==> config.mk <==
export PLATFORM = sky130hd
export DESIGN_NAME = tftp_read_sender_control_flat
export DESIGN_NICKNAME = d
export VERILOG_FILES = /design/src/sv/trsc_pkg.sv /design/src/sv/trsc_if.sv /design/src/sv/tftp_read_sender_control.sv /design/src/flat_wrapper.sv
export VERILOG_INCLUDE_DIRS = /design/src /design/src/sv
export SDC_FILE = /design/constraint.sdc
export NUM_CORES = 1
export LEC_CHECK = 0
export BUFFER_PORTS_ARGS = -buffer_cell sky130_fd_sc_hd__buf_2
export CORE_AREA = 8 8 135 112
export DETAILED_ROUTE_END_ITERATION = 7
export DIE_AREA = 0 0 143 120
export PLACE_DENSITY = 0.82
export SYNTH_ARGS = -nofsm -noshare
export SYNTH_HDL_FRONTEND = slang
export SYNTH_SLANG_ARGS = --single-unit
==> constraint.sdc <==
create_clock -name clk_i -period 6.1 [get_ports clk_i]
set_input_delay 0.305 -clock clk_i [delete_from_list [all_inputs] [get_ports clk_i]]
set_output_delay 0.305 -clock clk_i [all_outputs]
set_load 0.03 [all_outputs]
==> src/sv/tftp_read_sender_control_assert.svh <==
// ----------------------------------------------------------------------------
// tftp_read_sender_control_assert.svh
// Assertion macros for the TFTP read sender control block.
// ----------------------------------------------------------------------------
`ifndef TFTP_READ_SENDER_CONTROL_ASSERT_SVH
`define TFTP_READ_SENDER_CONTROL_ASSERT_SVH

`ifndef ASSERT_OFF

// same-cycle implication
`define TRSC_ASSERT_IMP(label, clk, rst_n, ante, cons) \
  label: assert property (@(posedge clk) disable iff (!rst_n) (ante) |-> (cons)) \
    else $error("assertion failed: same-cycle implication");

// next-cycle implication
`define TRSC_ASSERT_NXT(label, clk, rst_n, ante, cons) \
  label: assert property (@(posedge clk) disable iff (!rst_n) (ante) |=> (cons)) \
    else $error("assertion failed: next-cycle implication");

`else

`define TRSC_ASSERT_IMP(label, clk, rst_n, ante, cons)
`define TRSC_ASSERT_NXT(label, clk, rst_n, ante, cons)

`endif

`endif

==> src/sv/trsc_pkg.sv <==
// ----------------------------------------------------------------------------
// trsc_pkg
// Types and constants shared by the TFTP read sender control block.
// ----------------------------------------------------------------------------
package trsc_pkg;

  localparam int unsigned KindW   = 2;
  localparam int unsigned PlenW   = 16;
  localparam int unsigned OpW     = 16;
  localparam int unsigned BlkW    = 16;
  localparam int unsigned ChunkW  = 10;
  localparam int unsigned ActW    = 3;
  localparam int unsigned RetryW  = 5;
  localparam int unsigned CfgW    = 4;
  localparam int unsigned ApbDataW = 32;
  localparam int unsigned ApbAddrW = 3;

  localparam int unsigned BlockSize = 512;

  localparam logic [OpW-1:0]   OpAck        = 16'd4;
  localparam logic [OpW-1:0]   OpError      = 16'd5;
  localparam logic [PlenW-1:0] MinPacketLen = 16'd4;
  localparam logic [CfgW-1:0]  MaxRetriesRst = 4'd3;

  // register word index (paddr[2])
  localparam logic RegMaxRetries = 1'b0;

  typedef enum logic [KindW-1:0] {
    KindStart   = 2'd0,
    KindPacket  = 2'd1,
    KindTimeout = 2'd2
  } kind_e;

  typedef enum logic [ActW-1:0] {
    ActNone    = 3'd0,
    ActSend    = 3'd1,
    ActResend  = 3'd2,
    ActDone    = 3'd3,
    ActTimeout = 3'd4,
    ActPeerErr = 3'd5,
    ActBadOp   = 3'd6,
    ActReadErr = 3'd7
  } action_e;

endpackage

==> src/sv/trsc_if.sv <==
// ----------------------------------------------------------------------------
// trsc_if
// Valid/ready channels for protocol events in and sender actions out.
// ----------------------------------------------------------------------------
interface trsc_in_if;
  logic                         valid;
  logic                         ready;
  logic [trsc_pkg::KindW-1:0]   kind;
  logic [trsc_pkg::PlenW-1:0]   packet_length;
  logic [trsc_pkg::OpW-1:0]     opcode;
  logic [trsc_pkg::BlkW-1:0]    ack_block;
  logic [trsc_pkg::ChunkW-1:0]  chunk_length;
  logic                         read_error;

  modport source (
    output valid, kind, packet_length, opcode, ack_block, chunk_length, read_error,
    input  ready
  );
  modport sink (
    input  valid, kind, packet_length, opcode, ack_block, chunk_length, read_error,
    output ready
  );
endinterface

interface trsc_out_if;
  logic                         valid;
  logic                         ready;
  logic [trsc_pkg::ActW-1:0]    action;
  logic [trsc_pkg::BlkW-1:0]    block_number;
  logic [trsc_pkg::ChunkW-1:0]  data_length;
  logic                         active;

  modport source (
    output valid, action, block_number, data_length, active,
    input  ready
  );
  modport sink (
    input  valid, action, block_number, data_length, active,
    output ready
  );
endinterface

==> src/sv/tftp_read_sender_control.sv <==
// ----------------------------------------------------------------------------
// tftp_read_sender_control
// Lock-step TFTP read sender: decides send / resend / done / abort per event.
// ----------------------------------------------------------------------------
// Usage:
//   in_i carries one protocol event per transaction: start, received packet
//   (length, opcode, ACK block) or receive timeout, plus the next file chunk
//   length and its read status. out_o returns exactly one action per event,
//   with the block number and payload length of any DATA packet to transmit
//   and whether a transfer is still running.
//   The event is captured in an input register and decided by the state
//   logic on its way into the output register; out_o.valid rises when the
//   event moves from the input register into the output register. One
//   event is accepted every cycle while out_o is drained. The sender state
//   advances when the event moves into the output register, so
//   back-to-back events see each other's updates.
//   When out_o stalls, the output register holds and the input register
//   fills; in_i.ready drops only when both are occupied.
//   Reset leaves the block idle (no transfer, next block 1) with
//   max_retries = 3, written and read over APB at byte address 0; the user
//   must write it only while no event is in flight; the block does not check.
// ----------------------------------------------------------------------------
module tftp_read_sender_control #(
  parameter int unsigned BLOCK_SIZE = trsc_pkg::BlockSize
) (
  input  logic                            clk_i,
  input  logic                            rst_ni,
  trsc_in_if.sink                         in_i,
  trsc_out_if.source                      out_o,
  input  logic                            psel,
  input  logic                            penable,
  input  logic                            pwrite,
  input  logic [trsc_pkg::ApbAddrW-1:0]   paddr,
  input  logic [trsc_pkg::ApbDataW-1:0]   pwdata,
  output logic [trsc_pkg::ApbDataW-1:0]   prdata,
  output logic                            pready
);

  localparam logic [trsc_pkg::ChunkW-1:0] BlkSizeLen = trsc_pkg::ChunkW'(BLOCK_SIZE);

  // configuration
  logic [trsc_pkg::CfgW-1:0] max_retries_q;
  logic                      cfg_wr;

  // input register
  logic                         in_valid_q;
  logic [trsc_pkg::KindW-1:0]   kind_q;
  logic [trsc_pkg::PlenW-1:0]   plen_q;
  logic [trsc_pkg::OpW-1:0]     opcode_q;
  logic [trsc_pkg::BlkW-1:0]    ack_q;
  logic [trsc_pkg::ChunkW-1:0]  chunk_q;
  logic                         rerr_q;

  // sender state
  logic                         in_transfer_q, in_transfer_d;
  logic [trsc_pkg::BlkW-1:0]    next_block_q, next_block_d;
  logic                         awaiting_final_q, awaiting_final_d;
  logic [trsc_pkg::BlkW-1:0]    final_block_q, final_block_d;
  logic [trsc_pkg::RetryW-1:0]  retry_count_q, retry_count_d;
  logic [trsc_pkg::ChunkW-1:0]  last_length_q, last_length_d;

  // output register
  logic                         out_valid_q;
  trsc_pkg::action_e            action_q, action_d;
  logic [trsc_pkg::BlkW-1:0]    block_q, block_d;
  logic [trsc_pkg::ChunkW-1:0]  len_q, len_d;
  logic                         active_q;

  // handshake
  logic out_free;
  logic adv;

  // decode helpers
  logic [trsc_pkg::BlkW-1:0]    last_blk;
  logic [trsc_pkg::BlkW-1:0]    send_base;
  logic [trsc_pkg::ChunkW-1:0]  chunk_clamped;
  logic                         chunk_short;

  // --------------------------------------------------------------------------
  // APB configuration
  // --------------------------------------------------------------------------
  assign pready = 1'b1;
  assign cfg_wr = psel && penable && pwrite && (paddr[2] == trsc_pkg::RegMaxRetries);

  always_ff @(posedge clk_i or negedge rst_ni) begin
    if (!rst_ni) begin
      max_retries_q <= trsc_pkg::MaxRetriesRst;
    end else if (cfg_wr) begin
      max_retries_q <= pwdata[trsc_pkg::CfgW-1:0];
    end
  end

  always_comb begin
    prdata = '0;
    if (paddr[2] == trsc_pkg::RegMaxRetries) begin
      prdata = {{(trsc_pkg::ApbDataW - trsc_pkg::CfgW){1'b0}}, max_retries_q};
    end
  end

  // --------------------------------------------------------------------------
  // Handshake
  // --------------------------------------------------------------------------
  assign out_free   = !out_valid_q || out_o.ready;
  assign adv        = in_valid_q && out_free;
  assign in_i.ready = !in_valid_q || out_free;

  always_ff @(posedge clk_i or negedge rst_ni) begin
    if (!rst_ni) begin
      in_valid_q <= 1'b0;
    end else if (in_i.ready) begin
      in_valid_q <= in_i.valid;
    end
  end

  always_ff @(posedge clk_i) begin
    if (in_i.valid && in_i.ready) begin
      kind_q   <= in_i.kind;
      plen_q   <= in_i.packet_length;
      opcode_q <= in_i.opcode;
      ack_q    <= in_i.ack_block;
      chunk_q  <= in_i.chunk_length;
      rerr_q   <= in_i.read_error;
    end
  end

  // --------------------------------------------------------------------------
  // Decision logic
  // --------------------------------------------------------------------------
  assign last_blk      = next_block_q - trsc_pkg::BlkW'(1);
  assign send_base     = (kind_q == trsc_pkg::KindStart) ? trsc_pkg::BlkW'(1) : next_block_q;
  assign chunk_clamped = (chunk_q > BlkSizeLen) ? BlkSizeLen : chunk_q;
  assign chunk_short   = chunk_clamped < BlkSizeLen;

  always_comb begin
    in_transfer_d    = in_transfer_q;
    next_block_d     = next_block_q;
    awaiting_final_d = awaiting_final_q;
    final_block_d    = final_block_q;
    retry_count_d    = retry_count_q;
    last_length_d    = last_length_q;
    action_d         = trsc_pkg::ActNone;
    block_d          = '0;
    len_d            = '0;

    unique case (kind_q)
      trsc_pkg::KindStart: begin
        // a start always drops whatever transfer was running
        awaiting_final_d = 1'b0;
        final_block_d    = '0;
        retry_count_d    = '0;
        last_length_d    = '0;
        next_block_d     = trsc_pkg::BlkW'(1);
        if (rerr_q) begin
          in_transfer_d = 1'b0;
          action_d      = trsc_pkg::ActReadErr;
        end else begin
          in_transfer_d = 1'b1;
          action_d      = trsc_pkg::ActSend;
          block_d       = send_base;
          len_d         = chunk_clamped;
          last_length_d = chunk_clamped;
          if (chunk_short) begin
            awaiting_final_d = 1'b1;
            final_block_d    = send_base;
          end
          next_block_d = send_base + trsc_pkg::BlkW'(1);
        end
      end
      trsc_pkg::KindPacket: begin
        if (in_transfer_q && (plen_q >= trsc_pkg::MinPacketLen)) begin
          retry_count_d = '0;
          priority if (opcode_q == trsc_pkg::OpAck) begin
            priority if (awaiting_final_q && (ack_q == final_block_q)) begin
              action_d      = trsc_pkg::ActDone;
              in_transfer_d = 1'b0;
            end else if ((ack_q == last_blk) && !awaiting_final_q) begin
              if (rerr_q) begin
                action_d      = trsc_pkg::ActReadErr;
                in_transfer_d = 1'b0;
              end else begin
                action_d      = trsc_pkg::ActSend;
                block_d       = send_base;
                len_d         = chunk_clamped;
                last_length_d = chunk_clamped;
                if (chunk_short) begin
                  awaiting_final_d = 1'b1;
                  final_block_d    = send_base;
                end
                next_block_d = send_base + trsc_pkg::BlkW'(1);
              end
            end else if (ack_q <= last_blk) begin
              action_d = trsc_pkg::ActResend;
              block_d  = last_blk;
              len_d    = last_length_q;
            end else begin
              // ACK ahead of anything sent: ignored
              action_d = trsc_pkg::ActNone;
            end
          end else if (opcode_q == trsc_pkg::OpError) begin
            action_d      = trsc_pkg::ActPeerErr;
            in_transfer_d = 1'b0;
          end else begin
            action_d      = trsc_pkg::ActBadOp;
            in_transfer_d = 1'b0;
          end
        end
      end
      trsc_pkg::KindTimeout: begin
        if (in_transfer_q) begin
          if (retry_count_q <= {1'b0, max_retries_q}) begin
            retry_count_d = retry_count_q + trsc_pkg::RetryW'(1);
            action_d      = trsc_pkg::ActResend;
            block_d       = last_blk;
            len_d         = last_length_q;
          end else begin
            action_d      = trsc_pkg::ActTimeout;
            in_transfer_d = 1'b0;
          end
        end
      end
      default: begin
        action_d = trsc_pkg::ActNone;
      end
    endcase
  end

  // --------------------------------------------------------------------------
  // State and output registers
  // --------------------------------------------------------------------------
  always_ff @(posedge clk_i or negedge rst_ni) begin
    if (!rst_ni) begin
      in_transfer_q    <= 1'b0;
      next_block_q     <= trsc_pkg::BlkW'(1);
      awaiting_final_q <= 1'b0;
      final_block_q    <= '0;
      retry_count_q    <= '0;
      last_length_q    <= '0;
    end else if (adv) begin
      in_transfer_q    <= in_transfer_d;
      next_block_q     <= next_block_d;
      awaiting_final_q <= awaiting_final_d;
      final_block_q    <= final_block_d;
      retry_count_q    <= retry_count_d;
      last_length_q    <= last_length_d;
    end
  end

  always_ff @(posedge clk_i or negedge rst_ni) begin
    if (!rst_ni) begin
      out_valid_q <= 1'b0;
    end else if (out_free) begin
      out_valid_q <= in_valid_q;
    end
  end

  always_ff @(posedge clk_i) begin
    if (adv) begin
      action_q <= action_d;
      block_q  <= block_d;
      len_q    <= len_d;
      active_q <= in_transfer_d;
    end
  end

  assign out_o.valid        = out_valid_q;
  assign out_o.action       = action_q;
  assign out_o.block_number = block_q;
  assign out_o.data_length  = len_q;
  assign out_o.active       = active_q;

  // --------------------------------------------------------------------------
  // Assertions
  // --------------------------------------------------------------------------
  `include "tftp_read_sender_control_assert.svh"

  // reported activity matches the state left behind by the same event
  `TRSC_ASSERT_NXT(a_active_tracks_state, clk_i, rst_ni, adv, out_o.active == in_transfer_q)

  // a new block always advances the block counter past it
  `TRSC_ASSERT_NXT(a_send_bumps_block, clk_i, rst_ni, adv && (action_d == trsc_pkg::ActSend),
    next_block_q == (out_o.block_number + trsc_pkg::BlkW'(1)))

  // a short block arms the end-of-transfer check on that block
  `TRSC_ASSERT_NXT(a_short_marks_final, clk_i, rst_ni,
    adv && (action_d == trsc_pkg::ActSend) && (len_d < BlkSizeLen),
    awaiting_final_q && (final_block_q == out_o.block_number))

  // only send and resend carry a data packet description
  `TRSC_ASSERT_IMP(a_no_payload_otherwise, clk_i, rst_ni,
    out_o.valid && (out_o.action != trsc_pkg::ActSend) && (out_o.action != trsc_pkg::ActResend),
    (out_o.block_number == '0) && (out_o.data_length == '0))

  // a decided event only leaves the block active through send or resend or ignore
  `TRSC_ASSERT_IMP(a_abort_clears_active, clk_i, rst_ni,
    out_o.valid && (out_o.action != trsc_pkg::ActSend) && (out_o.action != trsc_pkg::ActResend)
      && (out_o.action != trsc_pkg::ActNone),
    !out_o.active)

endmodule

==> src/flat_wrapper.sv <==
// flat-port wrapper written by rule: the top's interface ports become plain ports
module tftp_read_sender_control_flat 
#(
  parameter int unsigned BLOCK_SIZE = trsc_pkg::BlockSize
)
  (clk_i, rst_ni, psel, penable, pwrite, paddr, pwdata, prdata, pready, in_i_valid, in_i_kind, in_i_packet_length, in_i_opcode, in_i_ack_block, in_i_chunk_length, in_i_read_error, in_i_ready, out_o_valid, out_o_action, out_o_block_number, out_o_data_length, out_o_active, out_o_ready);
  trsc_in_if in_i_i ();
  trsc_out_if out_o_i ();
  input  logic clk_i;
  input  logic rst_ni;
  input  logic psel;
  input  logic penable;
  input  logic pwrite;
  input  logic [trsc_pkg::ApbAddrW-1:0] paddr;
  input  logic [trsc_pkg::ApbDataW-1:0] pwdata;
  output logic [trsc_pkg::ApbDataW-1:0] prdata;
  output logic pready;
  input wire logic [$bits(in_i_i.valid)-1:0] in_i_valid;
  input wire logic [$bits(in_i_i.kind)-1:0] in_i_kind;
  input wire logic [$bits(in_i_i.packet_length)-1:0] in_i_packet_length;
  input wire logic [$bits(in_i_i.opcode)-1:0] in_i_opcode;
  input wire logic [$bits(in_i_i.ack_block)-1:0] in_i_ack_block;
  input wire logic [$bits(in_i_i.chunk_length)-1:0] in_i_chunk_length;
  input wire logic [$bits(in_i_i.read_error)-1:0] in_i_read_error;
  output wire logic [$bits(in_i_i.ready)-1:0] in_i_ready;
  output wire logic [$bits(out_o_i.valid)-1:0] out_o_valid;
  output wire logic [$bits(out_o_i.action)-1:0] out_o_action;
  output wire logic [$bits(out_o_i.block_number)-1:0] out_o_block_number;
  output wire logic [$bits(out_o_i.data_length)-1:0] out_o_data_length;
  output wire logic [$bits(out_o_i.active)-1:0] out_o_active;
  input wire logic [$bits(out_o_i.ready)-1:0] out_o_ready;
  assign in_i_i.valid = in_i_valid;
  assign in_i_i.kind = in_i_kind;
  assign in_i_i.packet_length = in_i_packet_length;
  assign in_i_i.opcode = in_i_opcode;
  assign in_i_i.ack_block = in_i_ack_block;
  assign in_i_i.chunk_length = in_i_chunk_length;
  assign in_i_i.read_error = in_i_read_error;
  assign in_i_ready = in_i_i.ready;
  assign out_o_valid = out_o_i.valid;
  assign out_o_action = out_o_i.action;
  assign out_o_block_number = out_o_i.block_number;
  assign out_o_data_length = out_o_i.data_length;
  assign out_o_active = out_o_i.active;
  assign out_o_i.ready = out_o_ready;
  tftp_read_sender_control #(.BLOCK_SIZE(BLOCK_SIZE)) u_core (.clk_i(clk_i), .rst_ni(rst_ni), .in_i(in_i_i), .out_o(out_o_i), .psel(psel), .penable(penable), .pwrite(pwrite), .paddr(paddr), .pwdata(pwdata), .prdata(prdata), .pready(pready));
endmodule
==> impl_metrics.csv, run 1 <==
group,metric,value,unit
outcome,status,"finished, violations left",
outcome,violations,"hold timing",
place,routabilityCongestion,0.929,
timing,setup_viol,0,
synth,muxShareOfSynthArea,0.636,%
synth,yosysSeqAreaShare,57.2,%
timing,slew_headroom,40.9,%
critical_path,cp_max_fo,16,
global_routing,grt_pass1_wl,26000,um
synth,ys_warn_count,0,
cells_and_area,seq_area,0.00405,mm2
run,cap_violations,0,
drt,num_vias,5238,
power,p_switching,0.791,mW
clocking,root_buffer,"clkbuf_16",
cells_and_area,layout-drive-gt1-share,22.4,%
floorplan,boundaryPins,168,
floorplan,die_x,143,um
critical_path,r2r_slack,1310,ps
critical_path,r2r-end,"u_core.out_o.block_number[6]",
place,io_buffers,106,
synth,synth_area,0.00708,mm2
place,place_area,0.00763,mm2
clocking,h-tree-depth,4,
timing,fin_hold_ws,-2.92,ps
timing,period_share,78.5,%
timing,fin_skew,6.21,ps
power,sw_frac_of_total,27.5,%
power,combPwrFrac,18.7,%
timing,fin_tns_setup,0,ps
global_routing,grt_max_degree,60,
drt,vias_per_cell,5.77,
drt,drtAntennaViolNets,0,
synth,avgSynthCellArea,11.5,um2
cells_and_area,area_delta_synth_final,17.0,%
synth,yosys.area_share.simple,15.1,%
cells_and_area,fill_cells,1029,
synth,synth_top_family_by_area,"simple AND/OR/NAND/NOR gates",
clocking,clkSlewWorstSetupHoldPaths,50,ps
global_routing,grt_pass1_vias,5140,
critical_path,criticalPathCategory,"reg -> reg",
drt,drcViolationCount,0,
cells_and_area,nNetsFinal,841,
synth,synth_edf_count,89,
power,p_per_area,347,mW/mm2
floorplan,die_area,0.0172,mm2
timing,hold_viol,1,
cells_and_area,layout_commonest_cell,"buf_2",
synth,synthArstFlopShare,38.2,%
power,intPower,2.08,mW
drt,wl_per_cell,18.1,um
floorplan,start_util,54.2,%
worst_hold_path,hp-class,"in -> async",
clocking,ctsResizeCount,0,
timing,worstMarginPinSlew,879,ps
critical_path,crit_path_end_kind,"flop",
timing,timing.fmax,209,MHz
synth,synth_xor_area_share,3.96,%
synth,ys_ff_latch,144,
synth,ys.flop_type,"edfxtp_1",
clocking,cts_sinks,144,
clocking,clockBufferDepth,2,
clocking,cts_tree,"built",
timing,rsz0062_at_grt,"false",
power,seqPwrFrac,41.7,%
critical_path,rr_startpoint,"u_core.next_block_q[1]",
place,pre_cts_ws,1430,ps
synth,synth_adder_area_share,4.06,%
critical_path,arrival,4990,ps
floorplan,row_count,38,
clocking,hold_buffers,0,
cells_and_area,stdcell_area,0.00829,mm2
global_routing,antenna_found_initial,0,
clocking,cts_made_buffers,17,
timing,fin_ws,1310,ps
drt,drtIter0Drc,559,
synth,synth_cells,616,
global_routing,overflow,0,
timing,min_period,4790,ps
synth,synth.distinct_cells,65,
drt,firstDrtPassIters,5,
global_routing,grt_use_total,19.4,%
floorplan,die_y,120,um
power,power_frac_clock,39.6,%
cells_and_area,n_antenna_cell,0,
critical_path,worstSetupStartpointType,"flop",
place,dp_hpwl,12100,um
clocking,clk_latency,420,ps
floorplan,coreArea,0.0131,mm2
synth,synth-compound-area-share,13.1,%
drt,totalWireLength,16400,um
critical_path,r2r_cells,15,
critical_path,required,6300,ps
timing,maxSlewViolCount,0,
cells_and_area,multiInputGateArea,0.00273,mm2
cells_and_area,most-common-layout-cells,"106 x buf_2, 89 x edfxtp_1, 63 x nand2_1",
clocking,postCtsSetupBuffers,0,
power,p_leak,3.41,nW
power,ir_drop,224,uV
-- layout make-up --
type | instances | share of cell area, %
sequential | 144 | 48.9
multi-input combinational | 425 | 32.9
timing repair buffer | 112 | 6.95
clock buffer | 20 | 5.27
tap | 180 | 2.72
clock inverter | 12 | 2.60
inverter | 15 | 0.679
-- power by group through the flow --
stage / logic [mW] / clock network, mW / registers [mW]
after floorplan: 0.378 / 0 / 1.22
after global placement: 0.501 / 0 / 1.21
after detailed placement: 0.528 / 0 / 1.21
after CTS: 0.532 / 1.15 / 1.20
after global routing: 0.593 / 1.19 / 1.21
final: 0.539 / 1.14 / 1.20
-- stage by stage --
step	cells	power (mW)	util (%)	hold slack [ps]
after floorplan	643	1.60	-	9.41
after global placement	876	1.71	58.4	461
after detailed placement	876	1.74	58.4	473
after CTS	908	2.88	63.4	41.4
after global routing	908	2.99	63.4	35.5
final	908	2.87	63.4	-2.92
-- synthesized netlist by cell type, drive strengths merged (4+ instances only) --
library cell / instances / share of area, %
nand2b: 11 / 0.97
mux2: 4 / 0.64
o41ai: 7 / 0.87
a21o: 4 / 0.42
or3: 6 / 0.60
inv: 15 / 0.79
ha: 23 / 4.1
and3: 6 / 0.55
nor2: 41 / 2.2
dfrtp: 52 / 18
edfxtp: 89 / 38
buf: 36 / 3.8
and2: 4 / 0.35
o221ai: 4 / 0.49
a31oi: 6 / 0.53
clkbuf: 23 / 1.2
a22o: 24 / 3.0
nor4: 13 / 1.4
xnor2: 18 / 2.2
or2: 4 / 0.35
nor4b: 4 / 0.58
nand2: 63 / 3.3
xor2: 14 / 1.7
nor2b: 5 / 0.44
nand4: 12 / 1.3
nor3: 17 / 1.3
a21oi: 11 / 0.78
o31ai: 7 / 0.74
o21ai: 51 / 3.6
nand3: 6 / 0.42
-- per-layer routing --
| metal | track usage, % | up-vias | share of wire (%) | wire [um] |
|---|---|---|---|---|
| li1 | - | 2415 | - | - |
| met4 | 9.48 | 0 | 2.5 | 415 |
| met5 | 0 | - | 0 | 0 |
| met3 | 7.03 | 39 | 10 | 1640 |
| met2 | 29.8 | 279 | 46 | 7620 |
| met1 | 24.0 | 2505 | 41 | 6740 |
-- worst max-delay path by stage --
| stage | startpoint | to | depth (start not counted) |
|---|---|---|---|
| 4_1_cts | u_core.next_block_q[1] | u_core.out_o.block_number[6] | 15 |
| 3_5_place_dp | u_core.next_block_q[6] | u_core.out_o.block_number[6] | 14 |
| 6_report | u_core.next_block_q[1] | u_core.out_o.block_number[6] | 15 |
| 5_1_grt | u_core.next_block_q[6] | u_core.out_o.data_length[6] | 13 |
| 2_1_floorplan | u_core.next_block_q[7] | u_core.out_o.data_length[0] | 15 |
| 3_3_place_gp | u_core.next_block_q[6] | u_core.out_o.block_number[6] | 14 |
-- registers in the layout, indices dropped and copies added (netlist names), 2 cells and up --
register and count:
u_core.ack_q 16, u_core.out_o.data_length 10, u_core.max_retries_q 4, u_core.next_block_q 16, u_core.chunk_q 10, u_core.out_o.block_number 16, u_core.retry_count_q 5, u_core.opcode_q 16
u_core.out_o.action 3, u_core.kind_q 2, u_core.last_length_q 10, u_core.plen_q 14, u_core.final_block_q 16
-- worst max-delay path, stage by stage, from the launching register on --
cell and delay (ps):
dfrtp_1 450, inv_1 150, ha_1 210, inv_1 90, or3_1 340, or3_1 470
nor2b_1 220, xnor2_1 210, ha_1 340, nand4_4 180, nor2_1 80, a221o_1 360
or3_4 400, a2111oi_4 460, nor2_2 250, o31ai_1 370
-- cell families (layout without fill, tap and decap cells) --
family,count (synthesis),in the layout
buf+inv,74,159
fa+ha+maj,23,23
simple gates,202,202
other cells,2,29
compound gates,135,135
xor+xnor,32,32
mux,4,4
flops,144,144
Note: power is estimated with default switching activity, not from simulation.
==> inputs of run 2 (changes only) <==
--- a/config.mk
+++ b/config.mk
@@ -7,10 +7,10 @@
 export NUM_CORES = 1
 export LEC_CHECK = 0
 export BUFFER_PORTS_ARGS = -buffer_cell sky130_fd_sc_hd__buf_2
-export CORE_AREA = 8 8 135 112
+export CORE_AREA = 8 8 144 119
 export DETAILED_ROUTE_END_ITERATION = 7
-export DIE_AREA = 0 0 143 120
-export PLACE_DENSITY = 0.82
+export DIE_AREA = 0 0 152 127
+export PLACE_DENSITY = 0.76
 export SYNTH_ARGS = -nofsm -noshare
 export SYNTH_HDL_FRONTEND = slang
 export SYNTH_SLANG_ARGS = --single-unit
==> constraint.sdc (replaced) <==
create_clock -name clk_i -period 4.3 [get_ports clk_i]
set_input_delay 0.215 -clock clk_i [delete_from_list [all_inputs] [get_ports clk_i]]
set_output_delay 0.215 -clock clk_i [all_outputs]
set_load 0.03 [all_outputs]
==> impl_metrics.csv, run 2 (same netlist as run 1, synthesis figures left out) <==
group,metric,value,unit
floorplan,start_util,48.0,%
timing,fin_hold_ws,40.4,ps
worst_hold_path,hp-class,"in -> reg",
cells_and_area,final-instance-count-excl-fill,1027,
drt,wl_per_cell,18.5,um
drt,vias_per_cell,5.54,
drt,drtAntennaViolNets,0,
critical_path,r2r-end,"u_core.final_block_q[4]",
timing,hold_viol,0,
clocking,cts_sinks,144,
power,p_per_area,433,mW/mm2
cells_and_area,area_delta_synth_final,32.8,%
floorplan,die_x,152,um
clocking,clkSlewWorstSetupHoldPaths,60,ps
critical_path,criticalPathCategory,"reg -> reg",
drt,totalWireLength,19000,um
power,sw_frac_of_total,29.8,%
timing,maxSlewViolCount,0,
critical_path,required,4610,ps
clocking,cts_made_buffers,17,
timing,fin_tns_setup,-30.6,ps
timing,fin_skew,10.3,ps
clocking,h-tree-depth,4,
clocking,cts_tree,"built",
timing,period_share,100,%
power,intPower,2.86,mW
global_routing,antenna_found_initial,0,
place,dp_hpwl,12900,um
power,power_frac_clock,32.3,%
drt,drtIter0Drc,532,
floorplan,boundaryPins,168,
outcome,status,"finished, violations left",
drt,firstDrtPassIters,6,
power,ir_drop,322,uV
critical_path,rr_startpoint,"u_core.next_block_q[6]",
place,io_buffers,106,
critical_path,r2r_cells,14,
timing,slew_headroom,37.0,%
place,place_area,0.00792,mm2
timing,rsz0062_at_grt,"true",
critical_path,worstSetupStartpointType,"flop",
timing,worstMarginPinSlew,936,ps
clocking,root_buffer,"clkbuf_16",
global_routing,grt_pass1_wl,29400,um
outcome,violations,"setup timing",
critical_path,crit_path_end_kind,"flop",
cells_and_area,seq_area,0.00405,mm2
global_routing,overflow,0,
cells_and_area,fill_cells,1092,
floorplan,die_area,0.0193,mm2
power,seqPwrFrac,41.4,%
cells_and_area,layout-drive-gt1-share,27.8,%
timing,setup_viol,5,
power,combPwrFrac,26.2,%
global_routing,grt_use_total,19.0,%
cells_and_area,layout_commonest_cell,"buf_2",
place,routabilityCongestion,0.943,
floorplan,coreArea,0.0148,mm2
clocking,clk_latency,430,ps
critical_path,crit_end,"u_core.final_block_q[4]",
critical_path,arrival,4620,ps
global_routing,grt_pass1_vias,5892,
critical_path,startpoint,"u_core.next_block_q[6]",
critical_path,r2r_slack,-10,ps
global_routing,grt_max_degree,56,
cells_and_area,nNetsFinal,951,
floorplan,die_y,127,um
clocking,clockBufferDepth,2,
power,p_switching,1.21,mW
cells_and_area,stdcell_area,0.00940,mm2
critical_path,cp_max_fo,15,
run,cap_violations,0,
place,dp_cells,918,
power,p_leak,3.90,nW
floorplan,row_count,40,
drt,num_vias,5687,
cells_and_area,n_antenna_cell,0,
timing,timing.fmax,232,MHz
cells_and_area,fin_util,63.7,%
timing,fin_ws,-10.5,ps
worst_hold_path,min-delay-start,"pwdata[0]",
drt,drcViolationCount,0,
cells_and_area,most-common-layout-cells,"106 x buf_2, 89 x edfxtp_1, 63 x nand2_1",
timing,min_period,4310,ps
cells_and_area,multiInputGateArea,0.00292,mm2
run 2: cell types whose count changed in the layout (fill, tap and decap cells not counted), moves of 4 or more:
cell / change
xnor2_1: -4
bufinv_16: -5
xnor2_2: +4
buf_4: +43
nor2_4: +4
dlygate4sd3_1: +61
run 2: worst max-delay path, stage by stage, from the launching register on:
cell and delay (ps):
dfrtp_1 380, or4_4 540, or3_4 350, nor3_2 220, nor3b_4 310, xnor2_2 120
ha_4 300, nand4_4 140, buf_12 160, nor4_4 340, or4b_4 550, o21ai_1 210
and3_4 250, nor2_4 90, a22o_1 220
run 2: timing repair:
action                                 CTS  global route
hold buffers                            61             0
endpoints found under the hold margin  112             0
resized for setup                        2            43
setup buffers                            0            15
setup endpoints to repair                1            43
gates cloned                             0             1
pin swaps                                0            20
run 2: per-layer routing:
layer  part of all wire, %  track usage, %
met5                     0               0
met4                   2.3            7.80
met3                   8.5            7.55
met2                    48            31.3
met1                    41            22.0
run 2: how the worst min path moves through the flow:
| stage | to | depth (start not counted) |
|---|---|---|
| after global routing | u_core.max_retries_q[1] | 2 |
| after CTS | u_core.max_retries_q[1] | 2 |
| after detailed placement | u_core.plen_q[9] | 1 |
| after global placement | u_core.in_valid_q | 2 |
| after floorplan | u_core.awaiting_final_q | 0 |
| final | u_core.max_retries_q[0] | 2 |
run 2: power by group through the flow:
| stage | combinational [mW] | sequential (mW) | clock [mW] |
|---|---|---|---|
| floorplan | 0.537 | 1.73 | 0 |
| CTS | 0.902 | 1.68 | 1.33 |
| detailed placement | 0.845 | 1.71 | 0 |
| global placement | 0.814 | 1.70 | 0 |
| global route | 1.16 | 1.70 | 1.39 |
| finish | 1.07 | 1.69 | 1.32 |
run 2: through the flow:
stage / setup slack (ps) / total power [mW]
2_1_floorplan: 299 / 2.27
3_3_place_gp: 113 / 2.52
3_5_place_dp: 51.8 / 2.55
4_1_cts: 49.0 / 3.92
5_1_grt: -167 / 4.25
6_report: -10.5 / 4.07
run 2: cell type report:
| cell class | count | area share, % |
|---|---|---|
| flip-flops and latches | 144 | 43.1 |
| multi-input cells | 425 | 31.1 |
| repair buffers | 222 | 17.2 |
| clock buffers | 23 | 4.76 |
| well taps | 189 | 2.51 |
| clock inverters | 9 | 0.745 |
| inverters | 15 | 0.625 |
==> inputs of run 3 (changes only) <==
--- a/config.mk
+++ b/config.mk
@@ -7,10 +7,10 @@
 export NUM_CORES = 1
 export LEC_CHECK = 0
 export BUFFER_PORTS_ARGS = -buffer_cell sky130_fd_sc_hd__buf_2
-export CORE_AREA = 8 8 144 119
+export CORE_AREA = 8 8 138 114
 export DETAILED_ROUTE_END_ITERATION = 7
-export DIE_AREA = 0 0 152 127
-export PLACE_DENSITY = 0.76
+export DIE_AREA = 0 0 146 122
+export PLACE_DENSITY = 0.79
 export SYNTH_ARGS = -nofsm -noshare
 export SYNTH_HDL_FRONTEND = slang
 export SYNTH_SLANG_ARGS = --single-unit
==> constraint.sdc (replaced) <==
create_clock -name clk_i -period 4.7 [get_ports clk_i]
set_input_delay 0.235 -clock clk_i [delete_from_list [all_inputs] [get_ports clk_i]]
set_output_delay 0.235 -clock clk_i [all_outputs]
set_load 0.03 [all_outputs]
==> impl_metrics.csv, run 3 (same netlist as run 1, synthesis figures left out) <==
group,metric,value,unit
critical_path,criticalPathCategory,"reg -> reg",
global_routing,grt_use_total,21.9,%
place,dp_hpwl,12500,um
floorplan,row_count,38,
timing,fin_skew,16.2,ps
timing,hold_viol,0,
critical_path,worstSetupStartpointType,"flop",
timing,min_period,4500,ps
timing,maxSlewViolCount,0,
cells_and_area,layout-drive-gt1-share,22.8,%
clocking,h-tree-depth,4,
critical_path,crit_end,"u_core.out_o.block_number[3]",
floorplan,coreArea,0.0134,mm2
timing,worstMarginPinSlew,827,ps
drt,firstDrtPassIters,6,
cells_and_area,most-common-layout-cells,"106 x buf_2, 89 x edfxtp_1, 63 x nand2_1",
global_routing,grt_pass1_vias,5742,
critical_path,crit_path_end_kind,"flop",
clocking,clockBufferDepth,2,
drt,totalWireLength,19200,um
timing,setup_viol,0,
place,io_buffers,106,
place,dp_cells,888,
critical_path,required,4900,ps
cells_and_area,fin_util,66.8,%
run,cap_violations,0,
critical_path,rr_startpoint,"u_core.next_block_q[0]",
critical_path,startpoint,"u_core.next_block_q[0]",
global_routing,grt_pass1_wl,30500,um
floorplan,boundaryPins,168,
timing,slew_headroom,44.3,%
drt,drtIter0Drc,698,
worst_hold_path,hp-class,"in -> reg",
drt,drtAntennaViolNets,0,
global_routing,overflow,0,
critical_path,cp_max_fo,16,
timing,fin_tns_setup,0,ps
floorplan,die_y,122,um
global_routing,grt_max_degree,60,
clocking,cts_tree,"built",
cells_and_area,nNetsFinal,913,
power,p_per_area,414,mW/mm2
drt,vias_per_cell,5.82,
cells_and_area,layout_commonest_cell,"buf_2",
timing,timing.fmax,222,MHz
clocking,cts_made_buffers,17,
floorplan,start_util,52.8,%
floorplan,die_area,0.0178,mm2
clocking,clk_latency,430,ps
clocking,cts_sinks,144,
place,routabilityCongestion,0.894,
outcome,status,"finished clean",
cells_and_area,area_delta_synth_final,26.5,%
cells_and_area,stdcell_area,0.00896,mm2
power,p_leak,3.70,nW
timing,period_share,95.8,%
cells_and_area,final-instance-count-excl-fill,980,
global_routing,antenna_found_initial,0,
cells_and_area,n_antenna_cell,0,
power,ir_drop,292,uV
power,finalPower,3.71,mW
drt,wl_per_cell,19.6,um
critical_path,r2r_slack,200,ps
clocking,root_buffer,"clkbuf_16",
critical_path,r2r_cells,15,
drt,drcViolationCount,0,
floorplan,die_x,146,um
critical_path,arrival,4700,ps
clocking,postCtsSetupBuffers,0,
clocking,clkSlewWorstSetupHoldPaths,70,ps
drt,num_vias,5707,
place,place_area,0.00772,mm2
critical_path,r2r-end,"u_core.out_o.block_number[3]",
cells_and_area,fill_cells,961,
[run 3: changes by cell type in the layout (fill, tap and decap cells not counted), moves of 3 or more]
cell      delta
inv_6        +8
clkbuf_1     -4
clkinv_1     -5
nor3_1       +3
buf_12       -3
xnor2_1      +4
buf_4       -31
inv_1        +3
nor2_4       -3
xnor2_2      -4
[run 3: how the worst min path moves through the flow]
stage | start | end | depth (start not counted) | slack (ps)
floorplan | rst_ni | u_core.awaiting_final_q | 0 | -60
global placement | in_i_ack_block[3] | u_core.ack_q[3] | 1 | 410
detailed placement | in_i_ack_block[6] | u_core.ack_q[6] | 1 | 410
CTS | in_i_valid | u_core.in_valid_q | 2 | 0.2
global route | in_i_valid | u_core.in_valid_q | 2 | 20
finish | in_i_valid | u_core.in_valid_q | 2 | 20
[run 3: per-stage QoR]
stage               setup slack [ps]  hold WS [ps]
floorplan                        699         -60.6
global placement                 365           412
detailed placement               191           413
CTS                              137         0.238
global route                   -19.0          16.4
finish                           197          19.1
[run 3: where the power goes]
| group | internal, mW | switching (mW) | leakage (nW) |
|---|---|---|---|
| sequential | 1.47 | 0.0874 | 1.60 |
| combinational | 0.294 | 0.483 | 1.82 |
| clock | 0.810 | 0.565 | 0.284 |
[run 3: layer usage]
metal	GRT usage, %	share of wire [%]
met5	0	0
met4	11.2	4.1
met3	7.45	9.9
met2	36.5	47
met1	25.1	39
[run 3: critical path, stage by stage (launching register included)]
cell and delay, ps:
dfstp_2 400, inv_1 130, ha_1 230, inv_1 100, or3_1 350, or3_4 400, nor3_1 210, xnor2_1 180
ha_1 270, nand4_1 200, nor2_1 90, a221o_1 350, or3_4 390, a2111oi_4 440, nor2_4 160, o21ai_0 360
[run 3: area by class of cell]
class	instances	area [um2]	area share, %
clock buffer	20	447	4.99
sequential	144	4050	45.2
multi-input combinational	425	2770	30.9
clock inverter	12	145	1.62
timing repair buffer	184	1270	14.1
tap	180	225	2.51
inverter	15	56.3	0.629
[run 3: timing repair]
| item | 4_1_cts | 5_1_grt |
|---|---|---|
| endpoints found under the setup margin | 0 | 27 |
| endpoints found under the hold margin | 107 | 0 |
| hold buffers | 60 | 0 |
| resized for setup | 0 | 7 |
